==> src/rtl/itoa_pkg.sv <==
package itoa_pkg;

  localparam int VALUE_WIDTH_DEF = 32;
  localparam int MAX_DIGITS_DEF  = 32;

  // quotient bits retired per divider cycle
  localparam int DIV_STEP = 8;

  localparam logic [4:0] BASE_BIN = 5'd2;
  localparam logic [4:0] BASE_DEC = 5'd10;
  localparam logic [4:0] BASE_HEX = 5'd16;

  localparam logic [3:0] DIGIT_TEN   = 4'd10;
  localparam logic [7:0] ASCII_ZERO  = 8'h30;
  localparam logic [7:0] ASCII_A     = 8'h41;
  localparam logic [7:0] ASCII_MINUS = 8'h2D;

  typedef enum logic [2:0] {
    ST_IDLE,
    ST_DIV,
    ST_SIGN,
    ST_READ,
    ST_SEND
  } state_t;

  function automatic logic [7:0] digit_char(input logic [3:0] d);
    if (d < DIGIT_TEN) begin
      return ASCII_ZERO + {4'b0000, d};
    end
    return ASCII_A + {4'b0000, d - DIGIT_TEN};
  endfunction

endpackage

==> src/rtl/itoa_if.sv <==
interface itoa_in_if
  import itoa_pkg::*;
#(
  parameter int VALUE_WIDTH = VALUE_WIDTH_DEF
);
  logic                          valid;
  logic                          ready;
  logic signed [VALUE_WIDTH-1:0] value;
  logic [4:0]                    base;

  modport source (output valid, output value, output base, input ready);
  modport sink   (input valid, input value, input base, output ready);
endinterface

interface itoa_out_if
  import itoa_pkg::*;
();
  logic       valid;
  logic       ready;
  logic [7:0] char_out;
  logic       last;

  modport source (output valid, output char_out, output last, input ready);
  modport sink   (input valid, input char_out, input last, output ready);
endinterface

==> src/rtl/integer_to_base_ascii_unit.sv <==
// Integer to ASCII text in radix 2 to 16.
//
// din takes one word: a signed value and a base. Bases 0, 1 and 10 give
// signed decimal with a leading '-', bases 2..9 and 11..16 give the digits
// of the magnitude without sign, bases above 16 act as 16. dout then
// delivers the characters most significant first, one word each, with
// last set on the final one. Zero gives a single '0'.
//
// One item at a time: din.ready is high only when idle. A shared long
// divider retires DIV_STEP quotient bits per cycle, working through the
// whole quotient for each digit. Digits are stored in a small RAM, then
// read back in reverse through its registered port, with a read state
// before each character; any '-' is sent ahead of them. Once the final
// character is taken the unit returns to idle for the next word.
// A stalled dout simply holds the current character; nothing is lost.
// rst (synchronous) returns the sequencer to idle; the digit RAM needs no
// clearing since every entry read was written by the same item.
module integer_to_base_ascii_unit
  import itoa_pkg::*;
#(
  parameter int VALUE_WIDTH = VALUE_WIDTH_DEF,
  parameter int MAX_DIGITS  = MAX_DIGITS_DEF
) (
  input logic        clk,
  input logic        rst,
  itoa_in_if.sink    din,
  itoa_out_if.source dout
);

  localparam int CHUNKS = (VALUE_WIDTH + DIV_STEP - 1) / DIV_STEP;
  localparam int DW     = CHUNKS * DIV_STEP;
  localparam int CKW    = (CHUNKS > 1) ? $clog2(CHUNKS) : 1;
  localparam int CW     = $clog2(MAX_DIGITS + 1);
  localparam int AW     = $clog2(MAX_DIGITS);

  state_t state, state_next;

  logic [DW-1:0]  quo;
  logic [3:0]     rem;
  logic [CKW-1:0] chunk_cnt;
  logic [CW-1:0]  digit_count;
  logic [4:0]     base_r;
  logic           negative;
  logic           decimal;

  logic [3:0]     digit_store [MAX_DIGITS];
  logic [3:0]     rd_data;
  logic [AW-1:0]  rd_addr;

  logic [DW-1:0]          quo_t;
  logic [3:0]             rem_t;
  logic                   chunk_last;
  logic                   room;
  logic [CW-1:0]          count_inc;
  logic                   show_minus;
  logic [VALUE_WIDTH-1:0] magnitude;
  logic                   in_fire;
  logic                   out_fire;

  assign in_fire    = din.valid && din.ready;
  assign out_fire   = dout.valid && dout.ready;
  assign chunk_last = (chunk_cnt == CKW'(CHUNKS - 1));
  assign room       = (digit_count < CW'(MAX_DIGITS));
  assign count_inc  = room ? digit_count + 1'b1 : digit_count;
  assign show_minus = decimal && negative && (count_inc < CW'(MAX_DIGITS));
  assign magnitude  = din.value[VALUE_WIDTH-1] ? VALUE_WIDTH'(-din.value)
                                               : VALUE_WIDTH'(din.value);
  assign rd_addr    = AW'(digit_count - 1'b1);

  // DIV_STEP restoring steps; remainder stays below base, so 4 bits hold it
  always_comb begin
    logic [4:0] t;
    logic       qbit;
    rem_t = rem;
    quo_t = quo;
    for (int i = 0; i < DIV_STEP; i++) begin
      t = {rem_t, quo_t[DW-1]};
      if (t >= base_r) begin
        rem_t = 4'(t - base_r);
        qbit  = 1'b1;
      end else begin
        rem_t = t[3:0];
        qbit  = 1'b0;
      end
      quo_t = {quo_t[DW-2:0], qbit};
    end
  end

  always_comb begin
    state_next = state;
    case (state)
      ST_IDLE: begin
        if (in_fire) state_next = ST_DIV;
      end
      ST_DIV: begin
        if (chunk_last && (quo_t == '0)) begin
          state_next = show_minus ? ST_SIGN : ST_READ;
        end
      end
      ST_SIGN: begin
        if (dout.ready) state_next = ST_READ;
      end
      ST_READ: begin
        state_next = ST_SEND;
      end
      ST_SEND: begin
        if (dout.ready) begin
          state_next = (digit_count == CW'(1)) ? ST_IDLE : ST_READ;
        end
      end
      default: state_next = ST_IDLE;
    endcase
  end

  always_comb begin
    din.ready     = (state == ST_IDLE);
    dout.valid    = (state == ST_SIGN) || (state == ST_SEND);
    dout.char_out = (state == ST_SIGN) ? ASCII_MINUS : digit_char(rd_data);
    dout.last     = (state == ST_SEND) && (digit_count == CW'(1));
  end

  always_ff @(posedge clk) begin
    if (rst) begin
      state       <= ST_IDLE;
      chunk_cnt   <= '0;
      digit_count <= '0;
      quo         <= '0;
    end else begin
      state <= state_next;
      if (in_fire) begin
        quo         <= DW'(magnitude);
        rem         <= '0;
        chunk_cnt   <= '0;
        digit_count <= '0;
        negative    <= din.value[VALUE_WIDTH-1];
        decimal     <= (din.base inside {[5'd0:5'd1], BASE_DEC});
        if (din.base inside {[5'd0:5'd1], BASE_DEC}) begin
          base_r <= BASE_DEC;
        end else if (din.base > BASE_HEX) begin
          base_r <= BASE_HEX;
        end else begin
          base_r <= din.base;
        end
      end else if (state == ST_DIV) begin
        quo <= quo_t;
        if (chunk_last) begin
          rem         <= '0;
          chunk_cnt   <= '0;
          digit_count <= count_inc;
        end else begin
          rem       <= rem_t;
          chunk_cnt <= chunk_cnt + 1'b1;
        end
      end else if ((state == ST_SEND) && dout.ready) begin
        digit_count <= digit_count - 1'b1;
      end
    end
  end

  // digit RAM: one write port, one registered read port
  always_ff @(posedge clk) begin
    if ((state == ST_DIV) && chunk_last && room) begin
      digit_store[digit_count[AW-1:0]] <= rem_t;
    end
    rd_data <= digit_store[rd_addr];
  end

  a_one_item: assert property (@(posedge clk) disable iff (rst)
    !(din.ready && dout.valid))
    else $error("input taken while characters pending");

  a_count_cap: assert property (@(posedge clk) disable iff (rst)
    digit_count <= CW'(MAX_DIGITS))
    else $error("digit count beyond capacity");

  a_last_idle: assert property (@(posedge clk) disable iff (rst)
    (out_fire && dout.last) |=> din.ready)
    else $error("not idle after final character");

  a_send_nonempty: assert property (@(posedge clk) disable iff (rst)
    (state == ST_SEND) |-> (digit_count != '0))
    else $error("sending with no digits stored");

  a_base_range: assert property (@(posedge clk) disable iff (rst)
    (state == ST_DIV) |-> ((base_r >= BASE_BIN) && (base_r <= BASE_HEX)))
    else $error("divider base out of range");

endmodule
==> src/flat_wrapper.sv <==
// flat-port wrapper written by rule: the top's interface ports become plain ports
module integer_to_base_ascii_unit_flat import itoa_pkg::*;
#(
  parameter int VALUE_WIDTH = VALUE_WIDTH_DEF,
  parameter int MAX_DIGITS  = MAX_DIGITS_DEF
)
  (clk, rst, din_valid, din_value, din_base, din_ready, dout_valid, dout_char_out, dout_last, dout_ready);
  itoa_in_if #(.VALUE_WIDTH(VALUE_WIDTH)) din_i ();
  itoa_out_if dout_i ();
  input logic clk;
  input logic rst;
  input wire logic [$bits(din_i.valid)-1:0] din_valid;
  input wire logic [$bits(din_i.value)-1:0] din_value;
  input wire logic [$bits(din_i.base)-1:0] din_base;
  output wire logic [$bits(din_i.ready)-1:0] din_ready;
  output wire logic [$bits(dout_i.valid)-1:0] dout_valid;
  output wire logic [$bits(dout_i.char_out)-1:0] dout_char_out;
  output wire logic [$bits(dout_i.last)-1:0] dout_last;
  input wire logic [$bits(dout_i.ready)-1:0] dout_ready;
  assign din_i.valid = din_valid;
  assign din_i.value = din_value;
  assign din_i.base = din_base;
  assign din_ready = din_i.ready;
  assign dout_valid = dout_i.valid;
  assign dout_char_out = dout_i.char_out;
  assign dout_last = dout_i.last;
  assign dout_i.ready = dout_ready;
  integer_to_base_ascii_unit #(.VALUE_WIDTH(VALUE_WIDTH), .MAX_DIGITS(MAX_DIGITS)) u_core (.clk(clk), .rst(rst), .din(din_i), .dout(dout_i));
endmodule
==> config.mk <==
export PLATFORM = sky130hd
export DESIGN_NAME = integer_to_base_ascii_unit_flat
export DESIGN_NICKNAME = d
export VERILOG_FILES = /design/src/rtl/itoa_pkg.sv /design/src/rtl/itoa_if.sv /design/src/rtl/integer_to_base_ascii_unit.sv /design/src/flat_wrapper.sv
export SDC_FILE = /design/constraint.sdc
export NUM_CORES = 1
export LEC_CHECK = 0
export BUFFER_PORTS_ARGS = -buffer_cell sky130_fd_sc_hd__buf_2
export CAP_MARGIN = 20
export CELL_PAD_IN_SITES_DETAIL_PLACEMENT = 1
export CELL_PAD_IN_SITES_GLOBAL_PLACEMENT = 1
export CORE_AREA = 2 2 140 142
export CTS_CLUSTER_DIAMETER = 200
export DETAILED_ROUTE_END_ITERATION = 8
export DIE_AREA = 0 0 142 144
export PLACE_DENSITY_LB_ADDON = 0.05
export SLEW_MARGIN = 40
export SYNTH_ARGS = -nofsm -noshare
export SYNTH_HDL_FRONTEND = slang
export SYNTH_SLANG_ARGS = --single-unit
==> constraint.sdc <==
create_clock -name clk -period 30.1 [get_ports clk]
set_input_delay 1.505 -clock clk [delete_from_list [all_inputs] [get_ports clk]]
set_output_delay 1.505 -clock clk [all_outputs]
set_load 0.02 [all_outputs]
==> results.ini, run 1 <==
[route]
totalWireLength_mm = 26.2
firstDrtPassIters = 4
drtAntennaViolNets = 0
drtIter0Drc = 423
wl_per_cell_um = 23.1
vias = 7040
vias_per_cell = 6.19
drc = 0

[clock_network]
hold_buffers = 0
post-cts-setup-buffers = 0
cts_buffers = 17
cts_buffer_depth = 2
cts_root_buf = clkbuf_16
clk_latency_ns = 0.43
htree_levels = 4
cts_tree = done
clk_pin_slew_worst_paths_ns = 0.08
cts_sinks = 186
cts_resized = 0

[final_layout]
layout_common_cells = edfxtp_1 (139), a21oi_1 (58), nor2_1 (58)
layout.nets = 984
drive_gt1_frac = 0.194
fin_cells = 1137
final_cell_area_mm2 = 0.0113
n_fill_cell = 1969
regArea_mm2 = 0.00512
area_delta_synth_final_pct = 10.4
antenna_cells = 0
layout_commonest_cell = edfxtp_1
multi_input_area_mm2 = 0.00480

[placed_design]
port_buffers = 50
placed_area_mm2 = 0.0107
dp_hpwl_mm = 18.9
gp_congestion = 0.855
placed_cells = 1105

[global_route]
globalRouteOverflowTotal = 0
grt_max_degree = 43
antenna_found_initial = 0
grt_pass1_vias = 7476
grt.total_usage = 0.264
grt_pass1_wl_mm = 41.0

[worst_setup_path]
crit_top_cell = ha_1
end_kind = flop
cp.arrival_ns = 12.95
critical_path_class = flop to flop
cp_num_buf_inv = 4
reg2reg_depth = 43
cpMaxStageDelayCell = edfxtp_1
crit_fanout = 33
required_ns = 30.40
setup.worst_path.start_class = flop
rrSetupSlack_ns = 17.45
r2r-start = u_core.base_r[1]
cp_top_family = compound AO/OA/AOI/OAI gates
r2r_end = u_core.rem[0]
critPathMaxStageDelay_ns = 0.68

[flow_run]
drv_cap = 0

[hold_path]
hp-start = u_core.chunk_cnt[1]
min_to = u_core.chunk_cnt[1]
min-delay-path-class = flop to flop
hold_depth = 2

[timing]
setup_violations = 0
drv_slew = 0
setup-tns-final_ns = 0
period_needed_ns = 12.65
period_share = 0.420
maxSlewHeadroom = 0.491
holdWs_ns = 0.476
rsz0062_at_grt = no
hold_violations = 0
skew_ns = 0.0116
fmax_ghz = 0.0791
worst_pin_slew_ns = 0.764

[synth]
async_flop_share = 0
seq_area_frac_synth = 0.500
synth-edff-count = 139
synthAdderAreaFrac = 0.0756
syn_inst = 847
synthFlopType = edfxtp_1
synthesis.area_mm2 = 0.0102
synth_compound_area_frac = 0.127
synth_top_family_by_area = compound AO/OA/AOI/OAI gates
synth_cell_types = 64
syn_nets = 945
post_synth.cell_area_avg_um2 = 12.1
ys_ff_latch = 186
synthXorXnorAreaFrac = 0.0420
yosys_warnings = 0
synth-simple-area-share = 0.0989
muxShareOfSynthArea = 0.123

[die]
core_area_mm2 = 0.0191
rows = 51
ios = 52
start_util = 0.536
die_area_mm2 = 0.0204
die_x_um = 142
die_h_um = 144

[run_status]
status = finished, final reports clean

-- cell usage after synthesis (4+ instances only) --
library cell    n  area [um^2]
or3_1           4         25.0
xnor2_1        31          272
a31oi_1         6         37.5
a21o_1         15          113
nor2b_1         9         56.3
o21ai_0        19         95.1
a22oi_1        29          218
mux2_2         20          225
a211oi_1        5         37.5
fa_1            8          160
edfxtp_1      139         4170
nand3_1         7         35.0
o41ai_1         8         70.1
nand2b_1       10         62.6
o21a_1          6         45.0
nor4_1          7         43.8
mux2i_1        13          130
and2_1          5         31.3
a221oi_1        4         35.0
inv_1          44          165
o22ai_1        14         87.6
nand4_1         4         25.0
nor3_1         13         65.1
xor2_1         18          158
dfxtp_1        47          941
o31ai_1        10         75.1
mux4_2         40          901
a21oi_1        60          300
clkbuf_1       31          116
o21ai_1         8         40.0
ha_1           49          613
nand3b_1        5         37.5
nand2_1        51          191
nor2_1         59          221
-- logic make-up after synthesis --
kind of cell | after synthesis
adders and majority gates | 57
buffers and inverters | 82
xor gates and xnor gates | 49
and+or+nand+nor | 199
muxes | 73
other | 1
AOI/OAI and AO/OA | 200
DFF | 186
-- metal layers --
layer	wire, um	global-route usage
met1	10600	0.312
met4	741	0.0974
met3	732	0.0427
met5	0	0
met2	14200	0.487
-- sequential cells by signal, summed over array words and instances (netlist names), 2 cells and up --
| signal | flops |
|---|---|
| u_core.digit_store | 128 |
| u_core.chunk_cnt | 2 |
| u_core.state | 3 |
| u_core.rem | 4 |
| u_core.rd_data | 4 |
| u_core.digit_count | 6 |
| u_core.base_r | 5 |
| u_core.quo | 32 |
-- how the worst max path moves through the flow --
stage               slack [ns]                  endpoint             start  depth (start not counted)
floorplan                18.94  u_core.digit_store[0][3]  u_core.base_r[1]                         41
global placement         18.17             u_core.rem[1]  u_core.base_r[1]                         41
detailed placement       17.52             u_core.rem[1]  u_core.base_r[1]                         42
CTS                      17.45             u_core.rem[0]  u_core.base_r[1]                         43
global route             16.65             u_core.rem[1]  u_core.base_r[1]                         44
finish                   17.45             u_core.rem[0]  u_core.base_r[1]                         43
-- through the flow --
step / worst slack (ns) / util
floorplan: 18.94 / -
global placement: 18.17 / 0.560
detailed placement: 17.52 / 0.560
CTS: 17.45 / 0.591
global route: 16.65 / 0.591
finish: 17.45 / 0.591
-- worst min-delay path: stages, from the launching register on --
cell and delay (ns):
dfxtp_1 0.32, nand2_1 0.05, a21oi_1 0.06
-- cell type report --
type | instances | area share
inverters | 44 | 0.0146
clock buffers | 17 | 0.0377
well taps | 238 | 0.0264
clock inverters | 15 | 0.0151
repair buffers | 58 | 0.0275
multi-input cells | 579 | 0.425
flip-flops and latches | 186 | 0.453
Power of run 1 is not shown: default switching activity piles up to over one toggle a cycle in this logic, so the estimate is an artifact.
==> run 2, diff against run 1 <==
Settings changed: CORE_AREA 2 2 140 142 to 2 2 153 155, DIE_AREA 0 0 142 144 to 0 0 155 157.
Clock period 30.1 ns to 10.5 ns, I/O delays scaled along.
==> run 2 against run 1 <==
Wire length is 3.1% higher. First-iteration DRC count is 27% lower. Cell count is 7.4% higher. Count of clock-buffer cells in the layout is 2 higher. Sequential share of layout area is 2.6 points lower. Via count is 1.6% higher.
==> results.ini, run 2 (synthesis gave the netlist of run 1 again) <==
[run_status]
status = finished, final reports clean

[worst_setup_path]
required_ns = 10.66  ; -19.74 ns
crit_fanout = 32  ; -3.0%
cp.arrival_ns = 10.29  ; -2.66 ns
cpMaxStageDelayCell = edfxtp_1
crit_top_cell = ha_1
end_kind = flop
setup.worst_path.start_class = flop
cp_top_family = compound AO/OA/AOI/OAI gates
critPathMaxStageDelay_ns = 0.42  ; -0.26 ns
cp_num_buf_inv = 6  ; +2
critical_path_class = flop to flop

[placed_design]
port_buffers = 50  ; unchanged
gp_congestion = 0.843  ; -1.3%
dp_hpwl_mm = 18.8  ; -0.62%
placed_area_mm2 = 0.0109  ; +2.0%

[flow_run]
drv_cap = 0  ; unchanged

[final_layout]
largest_reg_flops = 128  ; unchanged
layout.nets = 1021  ; +3.8%
area_delta_synth_final_pct = 17.2
drive_gt1_frac = 0.264  ; +0.0703
antenna_cells = 0  ; unchanged
layout_commonest_cell = edfxtp_1
final_cell_area_mm2 = 0.0120  ; +6.2%
layout_common_cells = edfxtp_1 (139), nor2_1 (57), nand2_1 (51)

[route]
drtIter0Drc = 309  ; -27%
highest_layer = met4
wl_met1_mm = 11.2  ; +6.1%
dr_wl_met3_um = 786  ; +7.4%
vias_per_cell = 5.86  ; -5.4%
drtAntennaViolNets = 0  ; unchanged
wl_per_cell_um = 22.1  ; -4.0%
vias = 7151  ; +1.6%
totalWireLength_mm = 27.0  ; +3.1%
route.met2.wl_mm = 14.1  ; -0.20%
firstDrtPassIters = 4  ; unchanged
drc = 0  ; unchanged

[timing]
drv_slew = 0  ; unchanged
worst_pin_slew_ns = 0.746  ; -0.0175 ns
hold_violations = 0  ; unchanged
setup_violations = 0  ; unchanged
skew_ns = 0.0223  ; +0.0108 ns
period_needed_ns = 10.13  ; -2.52 ns
fmax_ghz = 0.0987  ; +25%
period_share = 0.965  ; +0.544
maxSlewHeadroom = 0.502  ; +0.0116

[global_route]
grt_pass1_vias = 7689  ; +2.8%
antenna_found_initial = 0  ; unchanged
grt_max_degree = 43  ; unchanged
globalRouteOverflowTotal = 0  ; unchanged
grt_pass1_wl_mm = 42.0  ; +2.5%
grt.total_usage = 0.225  ; -0.0391

[die]
rows = 55  ; +7.8%
die_x_um = 155  ; +9.2%
core_area_mm2 = 0.0225  ; +18%
start_util = 0.454  ; -0.0815
ios = 52  ; unchanged
die_area_mm2 = 0.0243  ; +19%
die_h_um = 157  ; +9.0%

[clock_network]
cts_buffer_depth = 2  ; unchanged
clk_pin_slew_worst_paths_ns = 0.07  ; about the same
cts_sinks = 186  ; unchanged
cts_root_buf = clkbuf_16
hold_buffers = 0  ; unchanged
cts_buffers = 17  ; unchanged
htree_levels = 4  ; unchanged
cts_tree = done
clk_latency_ns = 0.44  ; about the same

[hold_path]
min-delay-path-class = primary input to flop

==> run 2: changes by cell type in the layout (fill, tap and decap cells not counted), sizes merged <==
cell	before	now
clkinv	5	4
bufinv	0	1
clkinvlp	1	0
clkbuf	17	19
inv	53	52
buf	58	93
mux2	20	21
a21oi	60	61
==> run 2: layout make-up <==
cell class,count,area (um^2)
Fill cell,2303,10500
Sequential cell,186,5120
Multi-Input combinational cell,581,5110
Timing Repair Buffer,93,634
Clock buffer,19,454
Tap cell,285,357
Inverter,44,165
Clock inverter,13,148
==> run 2: final timing paths <==
kind / start / end / slack (ns) / cells after the start
setup / recovery: u_core.rem[3] / u_core.digit_store[1][3] / 0.37 / 44
hold / removal: din_base[4] / u_core.base_r[4] / 0.34 / 1
setup reg to reg: u_core.rem[3] / u_core.digit_store[1][3] / 0.37 / 44
hold reg to reg: u_core.chunk_cnt[1] / u_core.chunk_cnt[1] / 0.49 / 2
==> run 2: routing by layer <==
layer  vias to the layer above  GRT usage
li1                       3397          -
met1                      3587      0.268
met2                       119      0.405
met3                        48     0.0325
met4                         0      0.103
met5                         -          0
==> run 2: stage by stage <==
step | TNS, ns | util | setup slack (ns) | hold WS (ns) | instances
5_1_grt | -10.69 | 0.532 | -0.213 | 0.343 | 1221
2_1_floorplan | 0 | - | 0.0590 | 0.440 | 847
3_3_place_gp | 0 | 0.484 | 0.0162 | 0.446 | 1169
3_5_place_dp | -59.38 | 0.484 | -0.675 | 0.482 | 1169
4_1_cts | -0.0540 | 0.517 | -0.0150 | 0.322 | 1206
6_report | 0 | 0.532 | 0.370 | 0.339 | 1221
==> run 2: repair_timing <==
item,CTS,global route
resized for setup,17,35
pin swaps,2,14
buffers inserted,3,15
endpoints found under the setup margin,134,135
endpoints found under the hold margin,0,0
gates cloned,2,0
Power of run 2 is left out for the same reason.
